==> src/sv/trm_pkg.sv <==
// ============================================================================
// trm_pkg: shared definitions for the NCHW max-reduction core
// Field widths, register indexes, reduce modes, the setup sequencer states
// and the float compare used by the accumulator.
// ============================================================================
package trm_pkg;

    localparam int ELEM_W     = 32;
    localparam int COUNT_W    = 13;
    localparam int CFG_IDX_W  = 3;
    localparam int CFG_DATA_W = 13;

    localparam logic [CFG_IDX_W-1:0] REG_REDUCE_MODE   = 3'd0;
    localparam logic [CFG_IDX_W-1:0] REG_BATCH_COUNT   = 3'd1;
    localparam logic [CFG_IDX_W-1:0] REG_CHANNEL_COUNT = 3'd2;
    localparam logic [CFG_IDX_W-1:0] REG_ROW_COUNT     = 3'd3;
    localparam logic [CFG_IDX_W-1:0] REG_COLUMN_COUNT  = 3'd4;

    localparam logic [2:0] MODE_N   = 3'd0;
    localparam logic [2:0] MODE_C   = 3'd1;
    localparam logic [2:0] MODE_H   = 3'd2;
    localparam logic [2:0] MODE_W   = 3'd3;
    localparam logic [2:0] MODE_ALL = 3'd4;
    localparam logic [2:0] MODE_NC  = 3'd5;
    localparam logic [2:0] MODE_CH  = 3'd6;
    localparam logic [2:0] MODE_HW  = 3'd7;

    typedef enum logic [1:0] {
        SETUP_IDLE,
        SETUP_W,
        SETUP_H,
        SETUP_C
    } trm_setup_t;

    typedef struct packed {
        logic first;
        logic done;
        logic last;
    } trm_flags_t;

    // Bit 3 reduces n, bit 2 c, bit 1 h, bit 0 w.
    function automatic logic [3:0] axis_mask(input logic [2:0] mode);
        logic [3:0] m;
        case (mode)
            MODE_N:   m = 4'b1000;
            MODE_C:   m = 4'b0100;
            MODE_H:   m = 4'b0010;
            MODE_W:   m = 4'b0001;
            MODE_ALL: m = 4'b1111;
            MODE_NC:  m = 4'b1100;
            MODE_CH:  m = 4'b0110;
            MODE_HW:  m = 4'b0011;
            default:  m = 4'b1000;
        endcase
        return m;
    endfunction

    function automatic logic float_gt(input logic [ELEM_W-1:0] a, input logic [ELEM_W-1:0] b);
        logic r;
        if (a[31] != b[31]) begin
            r = b[31];
        end else if (!a[31]) begin
            r = a[30:0] > b[30:0];
        end else begin
            r = a[30:0] < b[30:0];
        end
        return r;
    endfunction

endpackage

==> src/sv/trm_addr_gen.sv <==
// ============================================================================
// trm_addr_gen: coordinates, strides and accumulator address
// Holds the configuration, computes the output strides modulo the depth with
// a bit-serial multiplier after each write, and walks the tensor coordinates.
// ============================================================================
module trm_addr_gen import trm_pkg::*; #(
    parameter int ACC_DEPTH = 4096,
    parameter int MAX_DIM   = 4096
) (
    input  logic                  clk,
    input  logic                  rst_n,
    input  logic                  cfg_fire,
    input  logic [CFG_IDX_W-1:0]  cfg_index,
    input  logic [CFG_DATA_W-1:0] cfg_data,
    input  logic                  accept,
    output logic                  setup_idle,
    output logic [(ACC_DEPTH > 1 ? $clog2(ACC_DEPTH) : 1)-1:0] addr,
    output trm_flags_t            flags
);

    localparam int AW   = ACC_DEPTH > 1 ? $clog2(ACC_DEPTH) : 1;
    localparam int DW   = $clog2(MAX_DIM + 1) > 0 ? $clog2(MAX_DIM + 1) : 1;
    localparam int PW   = MAX_DIM > 1 ? $clog2(MAX_DIM) : 1;
    localparam int XW   = DW > COUNT_W ? DW : COUNT_W;
    localparam int CNTW = $clog2(DW + 1);
    localparam logic [AW:0]   DEPTH_V = (AW + 1)'(ACC_DEPTH);
    localparam logic [AW-1:0] ONE_MOD = AW'(ACC_DEPTH > 1 ? 1 : 0);

    function automatic logic [AW-1:0] mod_add(input logic [AW-1:0] a, input logic [AW-1:0] b);
        logic [AW:0] s;
        s = {1'b0, a} + {1'b0, b};
        if (s >= DEPTH_V) begin
            s = s - DEPTH_V;
        end
        return s[AW-1:0];
    endfunction

    logic [2:0]         mode_reg;
    logic [COUNT_W-1:0] cnt_reg [4];
    logic [DW-1:0]      dim [4];
    logic [DW-1:0]      kext [4];
    logic [3:0]         reduced;
    logic [3:0]         at_end;
    logic [AW-1:0]      stride [4];

    trm_setup_t    state_reg, state_next;
    logic [DW-1:0] mul_a_reg;
    logic [AW-1:0] mul_b_reg, prod_reg, prod_step;
    logic [CNTW-1:0] bit_cnt_reg;
    logic [AW-1:0] s_reg [3];
    logic [DW-1:0] load_a;
    logic [AW-1:0] load_b;

    logic [PW-1:0] pos_reg [4], pos_next [4];
    logic [AW-1:0] off_reg [4], off_next [4];
    logic          cfg_hit;

    assign cfg_hit = cfg_fire && (cfg_index <= REG_COLUMN_COUNT);

    always_ff @(posedge clk or negedge rst_n) begin
        if (!rst_n) begin
            mode_reg <= MODE_N;
            for (int i = 0; i < 4; i++) begin
                cnt_reg[i] <= COUNT_W'(1);
            end
        end else if (cfg_fire) begin
            case (cfg_index)
                REG_REDUCE_MODE:   mode_reg   <= cfg_data[2:0];
                REG_BATCH_COUNT:   cnt_reg[0] <= cfg_data;
                REG_CHANNEL_COUNT: cnt_reg[1] <= cfg_data;
                REG_ROW_COUNT:     cnt_reg[2] <= cfg_data;
                REG_COLUMN_COUNT:  cnt_reg[3] <= cfg_data;
                default:           ;
            endcase
        end
    end

    always_comb begin
        logic [3:0]    m;
        logic [XW-1:0] ext;
        m = axis_mask(mode_reg);
        for (int i = 0; i < 4; i++) begin
            reduced[i] = m[3-i];
            ext = XW'(cnt_reg[i]);
            if (ext == '0) begin
                dim[i] = DW'(1);
            end else if (ext > XW'(MAX_DIM)) begin
                dim[i] = DW'(MAX_DIM);
            end else begin
                dim[i] = DW'(ext);
            end
            kext[i] = reduced[i] ? DW'(1) : dim[i];
            at_end[i] = (DW'(pos_reg[i]) + DW'(1)) == dim[i];
        end
    end

    always_comb begin
        stride[3] = reduced[3] ? '0 : ONE_MOD;
        for (int i = 0; i < 3; i++) begin
            stride[i] = reduced[i] ? '0 : s_reg[i];
        end
    end

    always_comb begin
        state_next = state_reg;
        case (state_reg)
            SETUP_W:  if (bit_cnt_reg == CNTW'(1)) state_next = SETUP_H;
            SETUP_H:  if (bit_cnt_reg == CNTW'(1)) state_next = SETUP_C;
            SETUP_C:  if (bit_cnt_reg == CNTW'(1)) state_next = SETUP_IDLE;
            default:  state_next = SETUP_IDLE;
        endcase
        if (cfg_hit) begin
            state_next = SETUP_W;
        end
    end

    always_comb begin
        logic [AW-1:0] t;
        setup_idle = state_reg == SETUP_IDLE;
        case (state_reg)
            SETUP_W: begin
                load_a = kext[3];
                load_b = ONE_MOD;
            end
            SETUP_H: begin
                load_a = kext[2];
                load_b = s_reg[2];
            end
            SETUP_C: begin
                load_a = kext[1];
                load_b = s_reg[1];
            end
            default: begin
                load_a = '0;
                load_b = '0;
            end
        endcase
        t = mod_add(prod_reg, prod_reg);
        prod_step = mul_a_reg[DW-1] ? mod_add(t, mul_b_reg) : t;
    end

    always_ff @(posedge clk or negedge rst_n) begin
        if (!rst_n) begin
            state_reg   <= SETUP_W;
            bit_cnt_reg <= '0;
        end else begin
            state_reg <= state_next;
            if (cfg_hit || state_next != state_reg || state_reg == SETUP_IDLE) begin
                bit_cnt_reg <= '0;
            end else if (bit_cnt_reg == '0) begin
                bit_cnt_reg <= CNTW'(DW);
            end else begin
                bit_cnt_reg <= bit_cnt_reg - CNTW'(1);
            end
        end
    end

    always_ff @(posedge clk) begin
        if (bit_cnt_reg == '0) begin
            mul_a_reg <= load_a;
            mul_b_reg <= load_b;
            prod_reg  <= '0;
        end else begin
            mul_a_reg <= mul_a_reg << 1;
            prod_reg  <= prod_step;
            if (bit_cnt_reg == CNTW'(1)) begin
                case (state_reg)
                    SETUP_W: s_reg[2] <= prod_step;
                    SETUP_H: s_reg[1] <= prod_step;
                    SETUP_C: s_reg[0] <= prod_step;
                    default: ;
                endcase
            end
        end
    end

    always_comb begin
        logic carry;
        carry = 1'b1;
        for (int i = 3; i >= 0; i--) begin
            pos_next[i] = pos_reg[i];
            off_next[i] = off_reg[i];
            if (carry) begin
                if (at_end[i]) begin
                    pos_next[i] = '0;
                    off_next[i] = '0;
                end else begin
                    pos_next[i] = PW'(pos_reg[i] + PW'(1));
                    off_next[i] = mod_add(off_reg[i], stride[i]);
                    carry = 1'b0;
                end
            end
        end
    end

    always_ff @(posedge clk or negedge rst_n) begin
        if (!rst_n) begin
            for (int i = 0; i < 4; i++) begin
                pos_reg[i] <= '0;
                off_reg[i] <= '0;
            end
        end else if (cfg_hit) begin
            for (int i = 0; i < 4; i++) begin
                pos_reg[i] <= '0;
                off_reg[i] <= '0;
            end
        end else if (accept) begin
            pos_reg <= pos_next;
            off_reg <= off_next;
        end
    end

    always_comb begin
        logic f;
        logic d;
        f = 1'b1;
        d = 1'b1;
        for (int i = 0; i < 4; i++) begin
            if (reduced[i] && pos_reg[i] != '0) f = 1'b0;
            if (reduced[i] && !at_end[i]) d = 1'b0;
        end
        flags.first = f;
        flags.done  = d;
        flags.last  = &at_end;
        addr = mod_add(mod_add(off_reg[0], off_reg[1]), mod_add(off_reg[2], off_reg[3]));
    end

    a_no_accept_in_setup: assert property (@(posedge clk) disable iff (!rst_n)
        accept |-> state_reg == SETUP_IDLE)
        else $error("element accepted during stride setup");

    a_cfg_restarts: assert property (@(posedge clk) disable iff (!rst_n)
        cfg_hit |=> (pos_reg[0] == '0 && pos_reg[1] == '0 && pos_reg[2] == '0
                     && pos_reg[3] == '0))
        else $error("configuration write did not restart the tensor");

    a_addr_range: assert property (@(posedge clk) disable iff (!rst_n)
        {1'b0, addr} < DEPTH_V)
        else $error("accumulator address out of range");

    a_last_done: assert property (@(posedge clk) disable iff (!rst_n)
        flags.last |-> flags.done)
        else $error("last element of tensor does not complete a position");

endmodule

==> config.mk <==
export PLATFORM = sky130hd
export DESIGN_NAME = trm_addr_gen
export DESIGN_NICKNAME = d
export VERILOG_FILES = /design/src/sv/trm_pkg.sv /design/src/sv/trm_addr_gen.sv
export SDC_FILE = /design/constraint.sdc
export NUM_CORES = 1
export LEC_CHECK = 0
export BUFFER_PORTS_ARGS = -buffer_cell sky130_fd_sc_hd__buf_2
export CAP_MARGIN = 20
export CORE_MARGIN = 8
export CORE_UTILIZATION = 64
export CTS_CLUSTER_DIAMETER = 50
export DETAILED_ROUTE_END_ITERATION = 10
export PLACE_DENSITY = 0.81
export SYNTH_ARGS = -nofsm -noshare
export SYNTH_HDL_FRONTEND = slang
export SYNTH_SLANG_ARGS = --single-unit
==> constraint.sdc <==
create_clock -name clk -period 5.2 [get_ports clk]
set_input_delay 0.78 -clock clk [delete_from_list [all_inputs] [get_ports clk]]
set_output_delay 0.78 -clock clk [all_outputs]
set_load 0.03 [all_outputs]
Yosys cells after proc, flatten, opt, wreduce, memory -nomap -nowiden

Memory sizes are Yosys's and may differ from the RTL's.
Index checks and enable logic that the tools add are counted.
W data, S select, Z words.

Add/subtract/negate cells: 27
$mul: 0
Divide/modulo/power cells: 0
Magnitude comparators: 14
Equality and inequality tests: 13
Shift operators: 0
Muxes and demuxes: 84
Bitwise gates (word level): 0
Reductions and logical operators: 41

Operator list:

| cell                    | count |
|---|---|
| $mux W12                | 29 |
| $mux W48                | 4 |
| $mux W13                | 12 |
| $ge A13 B13 Y1 const B  | 9 |
| $sub A12 B1 Y12 const B | 9 |
| $add A12 B12 Y13        | 8 |
| $add A12 B1 Y13 const B | 4 |
| $eq A13 B13 Y1          | 4 |
| $gt A13 B13 Y1 const B  | 4 |
| $logic_not A13 Y1       | 4 |
| $add A12 B1 Y12 const B | 4 |
| $reduce_bool A12 Y1     | 4 |
| $pmux W13 S3            | 1 |
| $pmux W12 S3            | 1 |
| $mux W1                 | 28 |
| $reduce_or A12 Y1       | 2 |
| $reduce_and A2 Y1       | 8 |
| $add A12 B1 Y13         | 1 |
| $mux W2                 | 6 |
| $logic_and A1 B1 Y1     | 9 |
| $mux W4                 | 2 |
| $reduce_bool A2 Y1      | 4 |
| $eq A3 B2 Y1 const B    | 2 |
| $pmux W2 S3             | 1 |
| other kinds (14)        | 19 |

Bits in registers: 194
Latch bits: 0
Memory bits (writable): 36
Memory bits (read-only): 32
Input bits: 20
Logic and storage cells: 200
Memories: 2

Memories:

| memory           | depth | width | rd ports | clocked after memory_dff | wr ports | line               | RTL |
|---|---|---|---|---|---|---|---|
| s_reg            | 3     | 12    | 3        | 0                        | 1        | trm_addr_gen.sv:50 | `logic [AW-1:0] s_reg [3];` |
| (name not given) | 8     | 4     | 1        | 0                        | 0        | trm_pkg.sv:44      | `case (mode)` |

Logic depth before layout (Yosys ltp)

Depth after elaboration: 10
Mapped depth: 18

Worst setup path after synthesis

No wires, ideal clock.

Path kind: register -> output
Start: register off_reg[0] (netlist bit)
End: output port addr[11] (netlist bit)
Arrival time: 3618 ps
Path slack: 802 ps
Cell stages (with the launch flop): 18
Cell sequence: dfrtp_1 -> ha_1 -> fa_1 -> a21o_1 -> a21oi_1 -> o21bai_1 -> a21oi_1 -> o21bai_1 -> a21oi_1 -> o21bai_1 -> a21oi_1 -> xnor2_1 -> ha_1 -> or3_1 -> o21ai_0 -> a21oi_1 -> xor2_1 -> xnor2_1

Longest elaborated chain between the ends: 6

Ends and longest elaborated chain:

| what                                                     | line                                   | RTL |
|---|---|---|
| start, declared                                          | trm_addr_gen.sv:55                     | `logic [AW-1:0] off_reg [4], off_next [4];` |
| start signal, assigned                                   | trm_addr_gen.sv:209                    | `off_reg <= off_next;` |
| $add A12 B12 Y13 (*)                                     | trm_addr_gen.sv:31                     | `s = {1'b0, a} + {1'b0, b};` |
| $sub A12 B1 Y12 / $ge A13 B13 Y1 (equally long branches) | trm_addr_gen.sv:33, trm_addr_gen.sv:32 |  |
| $mux W12 (*)                                             | trm_addr_gen.sv:32                     | `if (s >= DEPTH_V) begin` |
| $add A12 B12 Y13 (*)                                     | trm_addr_gen.sv:31                     |  |
| $sub A12 B1 Y12 / $ge A13 B13 Y1 (equally long branches) | trm_addr_gen.sv:33, trm_addr_gen.sv:32 |  |
| $mux W12 (*)                                             | trm_addr_gen.sv:32                     |  |
| end, declared                                            | trm_addr_gen.sv:17                     | `output logic [(ACC_DEPTH > 1 ? $clog2(ACC_DEPTH) : 1)-1:0] addr,` |

Mark *: on every way between the ends. The rest lies on a longest branch, timed or not.

Worst setup path in the final report

Start: register off_reg[0] (netlist bit)
End: output port addr[10] (netlist bit)

The elaborated chain is that of the path after synthesis.

==> results list <==
- Run status: finished clean
- Total gr overflow: 0
- A synthesized cell averages 9.36 sq um.
- Reg2reg start: pos_reg[24]
- Once layout is complete, the utilization of the core stands at 0.711.
- Asr flop ratio synth: 0.686
* Cells after synthesis: 1628
* Clock sink count: 229
- Buffers inserted during clock tree synthesis total 30.
- Overall power consumption after layout is estimated at 8.06 mW.
- Maximum number of pins on one net before global-route repair: 71
- Finished layout cell area: 16600 sq um
* Number of input and output port buffers inserted: 35
- Counting flops with a built-in enable in the synthesized netlist gives 48.
* Worst setup path category: register to primary output
- The area growth from synthesis to layout is 9.31%.
* Yosys warnings: 0
- Power spread over the standard cell area amounts to 484 nW/um^2.
- Number of top-level pins: 36
- Across every metal layer, demand over resource in global routing totals 0.265.
- Proportion of layout cells with a drive suffix above 1: 0.125
- The initial utilization of the core area, before any placement, comes to 0.651.
* Die Area: 29000 sq um
- Of the total power, the share spent switching nets is 0.407.
- For the worst setup path, the data arrival time is 4.16 ns.
- The placed instances occupy a cell area of 15600 sq um.
* Chip width: 170 um
- Derived from the worst setup path, the maximum achievable clock frequency is 202 MHz.
- Of the total synthesized cell area, the portion taken by full adders, half adders and majority gates is 0.0856.
* Number of flip-flops in the largest register: 52
- Of the total synthesized cell area, the portion taken by AND, OR, NAND and NOR gates is 0.196.
- When the netlist entered floorplanning its net count stood at 1748.
- Once detailed placement completed, the half-perimeter wirelength came to 28100 um.
* Number of H-tree levels: 1
* VDD IR-drop max: 0.454 mV
* Cell depth of the worst flop-to-flop path: 12
- After clock tree synthesis, the clock-pin slew on the worst setup and hold paths is 0.06 ns.
- Summed over all layers, the routed wires come to 38600 um.
- Die boundary height: 170 um
- Of the post-synthesis cell area, the dominant cell type holds 0.250.
* Main combinational cell family by area after synthesis: simple AND/OR/NAND/NOR gates
- Across all register-to-register paths, the minimum setup slack is 1.30 ns.
- RSZ-0062 raised after global routing: no
- 1st-pass router iterations: 8
* Worst reg2reg path endpoint: off_reg[35]
- Flip-flop and latch count after synthesis: 229
* Placement row count: 56
* Initial DRC Count: 1526
* Post-Route Skew: 0.0154 ns
* Hold_ws: 0.231 ns
* Static power due to leakage: 7.05 nW
- The most used flip-flop cell after synthesis is sky130_fd_sc_hd__dfrtp_1.
* Total Negative Setup Slacks: 0 ns
* P_int: 4.78 mW
- Compound-gate portion of the synthesized area: 0.167
- Post-synthesis sequential area ratio: 0.385
- TritonCTS built the clock tree.
* DR vias: 12731
- The number of antenna diodes in the final layout is 0.
* Kind of end point of the critical path: primary output
* Most common cell in the synthesized netlist: sky130_fd_sc_hd__dfrtp_1
- At the pin with the least slew margin, the transition time is 0.989 ns.
- Of the total power, registers draw 0.342.
- The most critical setup path has its startpoint at off_reg[0].
* Switching power of the nets: 3.28 mW
- Biggest area contributors in the synthesized netlist: sky130_fd_sc_hd__dfrtp_1 (25%), sky130_fd_sc_hd__edfxtp_1 (9.5%), sky130_fd_sc_hd__ha_1 (7.6%), sky130_fd_sc_hd__xnor2_1 (5.3%), sky130_fd_sc_hd__mux2_2 (4.6%)
* Post-synthesis instance area: 15200 sq um
- Final Hold Viols: 0
* XOR/XNOR share of the synthesized area: 0.0715
- Ratio of final minimum period to clock period: 0.950
* Slew Limit Fails: 0
- Shortest clock period the worst path allows after layout: 4.94 ns
- Required @ worst endpoint: 4.42 ns
* Buffer type at the clock tree root: sky130_fd_sc_hd__clkbuf_16
- The layout has 1745 filler cells.
* Library cell with the largest summed area after synthesis: sky130_fd_sc_hd__dfrtp_1
- Final Setup Violations: 0
- The via count of the first global-routing pass came to 12044.
- After detailed routing, the average wire length per cell comes to 19.4 um.
- STA classifies the critical path startpoint as a register.
* Tightest Hold Check Type: primary input to asynchronous set/reset pin
- Antenna Violating Nets Remaining: 0
- Clock network latency to the later pin of the worst-skew pair: 0.56 ns
- The net count of the finished layout is 1761.
* Headroom to the max-slew limit: 0.337
- At the end of routability-driven placement, the weighted congestion stood at 0.913.
* Core area: 23400 sq um
- Multiplexer share of the synthesized area: 0.0563
* Part of the power in the clock network: 0.245
* Count of max-cap constraint violations: 0
* First-pass GRT wire length: 62900 um
* Fraction of power consumed by combinational cells: 0.414
- Antenna violations before repair: 0
- Maximum fanout along the worst path: 3
* Count of cell types in the netlist: 86
* Clock tree buffer depth: 3
- After detailed routing, the number of remaining DRC violations is 0.
* Routed vias/inst: 6.42
- Most numerous cell types in the synthesized netlist: sky130_fd_sc_hd__dfrtp_1 (152), sky130_fd_sc_hd__nand2_1 (140), sky130_fd_sc_hd__o21ai_0 (107)
worst max-delay path by stage:
stage	to	slack, ns	cells past startpoint
3_3_place_gp	addr[10]	0.71	14
6_report	addr[10]	0.26	14
5_1_grt	addr[10]	0.004	14
3_5_place_dp	addr[10]	0.59	14
4_1_cts	addr[10]	0.03	14
2_1_floorplan	addr[11]	0.80	17
power groups by stage:
stage | logic [mW] | registers, mW | clock network (mW)
after floorplan | 2.60 | 2.51 | 0
after global placement | 3.12 | 2.74 | 0
after detailed placement | 3.25 | 2.76 | 0
after CTS | 3.30 | 2.73 | 1.99
after global routing | 3.67 | 2.80 | 2.06
final | 3.34 | 2.75 | 1.97
cell usage in the layout (no fill, tap or decap), types with 17 or more instances in the layout:
master / instances
sky130_fd_sc_hd__nand2_1: 140
sky130_fd_sc_hd__and3_1: 25
sky130_fd_sc_hd__edfxtp_1: 48
sky130_fd_sc_hd__xor2_1: 21
sky130_fd_sc_hd__o31ai_1: 35
sky130_fd_sc_hd__nor4_1: 17
sky130_fd_sc_hd__nor3_1: 40
sky130_fd_sc_hd__a31oi_1: 34
sky130_fd_sc_hd__xnor2_1: 93
sky130_fd_sc_hd__mux2_2: 62
sky130_fd_sc_hd__nand2b_1: 19
sky130_fd_sc_hd__nor2b_1: 50
sky130_fd_sc_hd__and2_1: 48
sky130_fd_sc_hd__a21oi_1: 67
sky130_fd_sc_hd__buf_2: 32
sky130_fd_sc_hd__ha_1: 93
sky130_fd_sc_hd__a21o_1: 22
sky130_fd_sc_hd__nand3_1: 38
sky130_fd_sc_hd__dfxtp_1: 24
sky130_fd_sc_hd__dfrtp_1: 152
sky130_fd_sc_hd__inv_1: 72
sky130_fd_sc_hd__nor2_1: 99
sky130_fd_sc_hd__o21ai_0: 102
sky130_fd_sc_hd__clkbuf_16: 31
sky130_fd_sc_hd__buf_4: 24
routing by layer:
layer  up-vias  global-route usage  wire [um]
met5         -                   0          0
met2       541               0.421      17500
li1       5974                   -          -
met1      6118               0.373      16900
met4         0              0.0786       1170
met3        98              0.0348       3010
layout make-up:
class | count | area, sq um | area share
Clock buffer | 34 | 787 | 0.0473
Tap cell | 319 | 399 | 0.0240
Sequential cell | 229 | 5860 | 0.352
Multi-Input combinational cell | 1251 | 8810 | 0.529
Timing Repair Buffer | 57 | 352 | 0.0211
Inverter | 72 | 270 | 0.0162
Clock inverter | 22 | 175 | 0.0105
critical path: stages (launching register included):
cell                        delay, ns
sky130_fd_sc_hd__dfrtp_1         0.40
sky130_fd_sc_hd__ha_1            0.24
sky130_fd_sc_hd__fa_1            0.42
sky130_fd_sc_hd__xor2_1          0.20
sky130_fd_sc_hd__ha_1            0.35
sky130_fd_sc_hd__nor2b_1         0.15
sky130_fd_sc_hd__o21ai_1         0.16
sky130_fd_sc_hd__a21boi_0        0.13
sky130_fd_sc_hd__o21ai_1         0.19
sky130_fd_sc_hd__a21boi_0        0.14
sky130_fd_sc_hd__o21ai_1         0.18
sky130_fd_sc_hd__a21boi_1        0.13
sky130_fd_sc_hd__or4b_2          0.61
sky130_fd_sc_hd__o2111ai_1       0.12
sky130_fd_sc_hd__buf_4           0.19
stage by stage:
step           std cells  setup slack (ns)
2_1_floorplan       1628             0.802
3_3_place_gp        1926             0.713
3_5_place_dp        1926             0.593
4_1_cts             1982            0.0327
5_1_grt             1984           0.00384
6_report            1984             0.260
cells by family after synthesis:
family,after synthesis
XOR/XNOR,118
flip-flops,229
buffers and inverters,148
adder cells (fa/ha/maj),100
AO/OA/AOI/OAI,389
multiplexers,78
AND/OR/NAND/NOR,566
repair_timing:
| item | 4_1_cts | 5_1_grt |
|---|---|---|
| gates cloned | 0 | 0 |
| endpoints found under the setup margin | 1 | 2 |
| hold endpoints to repair | 0 | 0 |
| setup buffers | 0 | 1 |
| hold buffers | 0 | 0 |
| gates resized for setup | 1 | 13 |
| pin swaps | 0 | 1 |
Note: power is estimated with default switching activity, not from simulation.
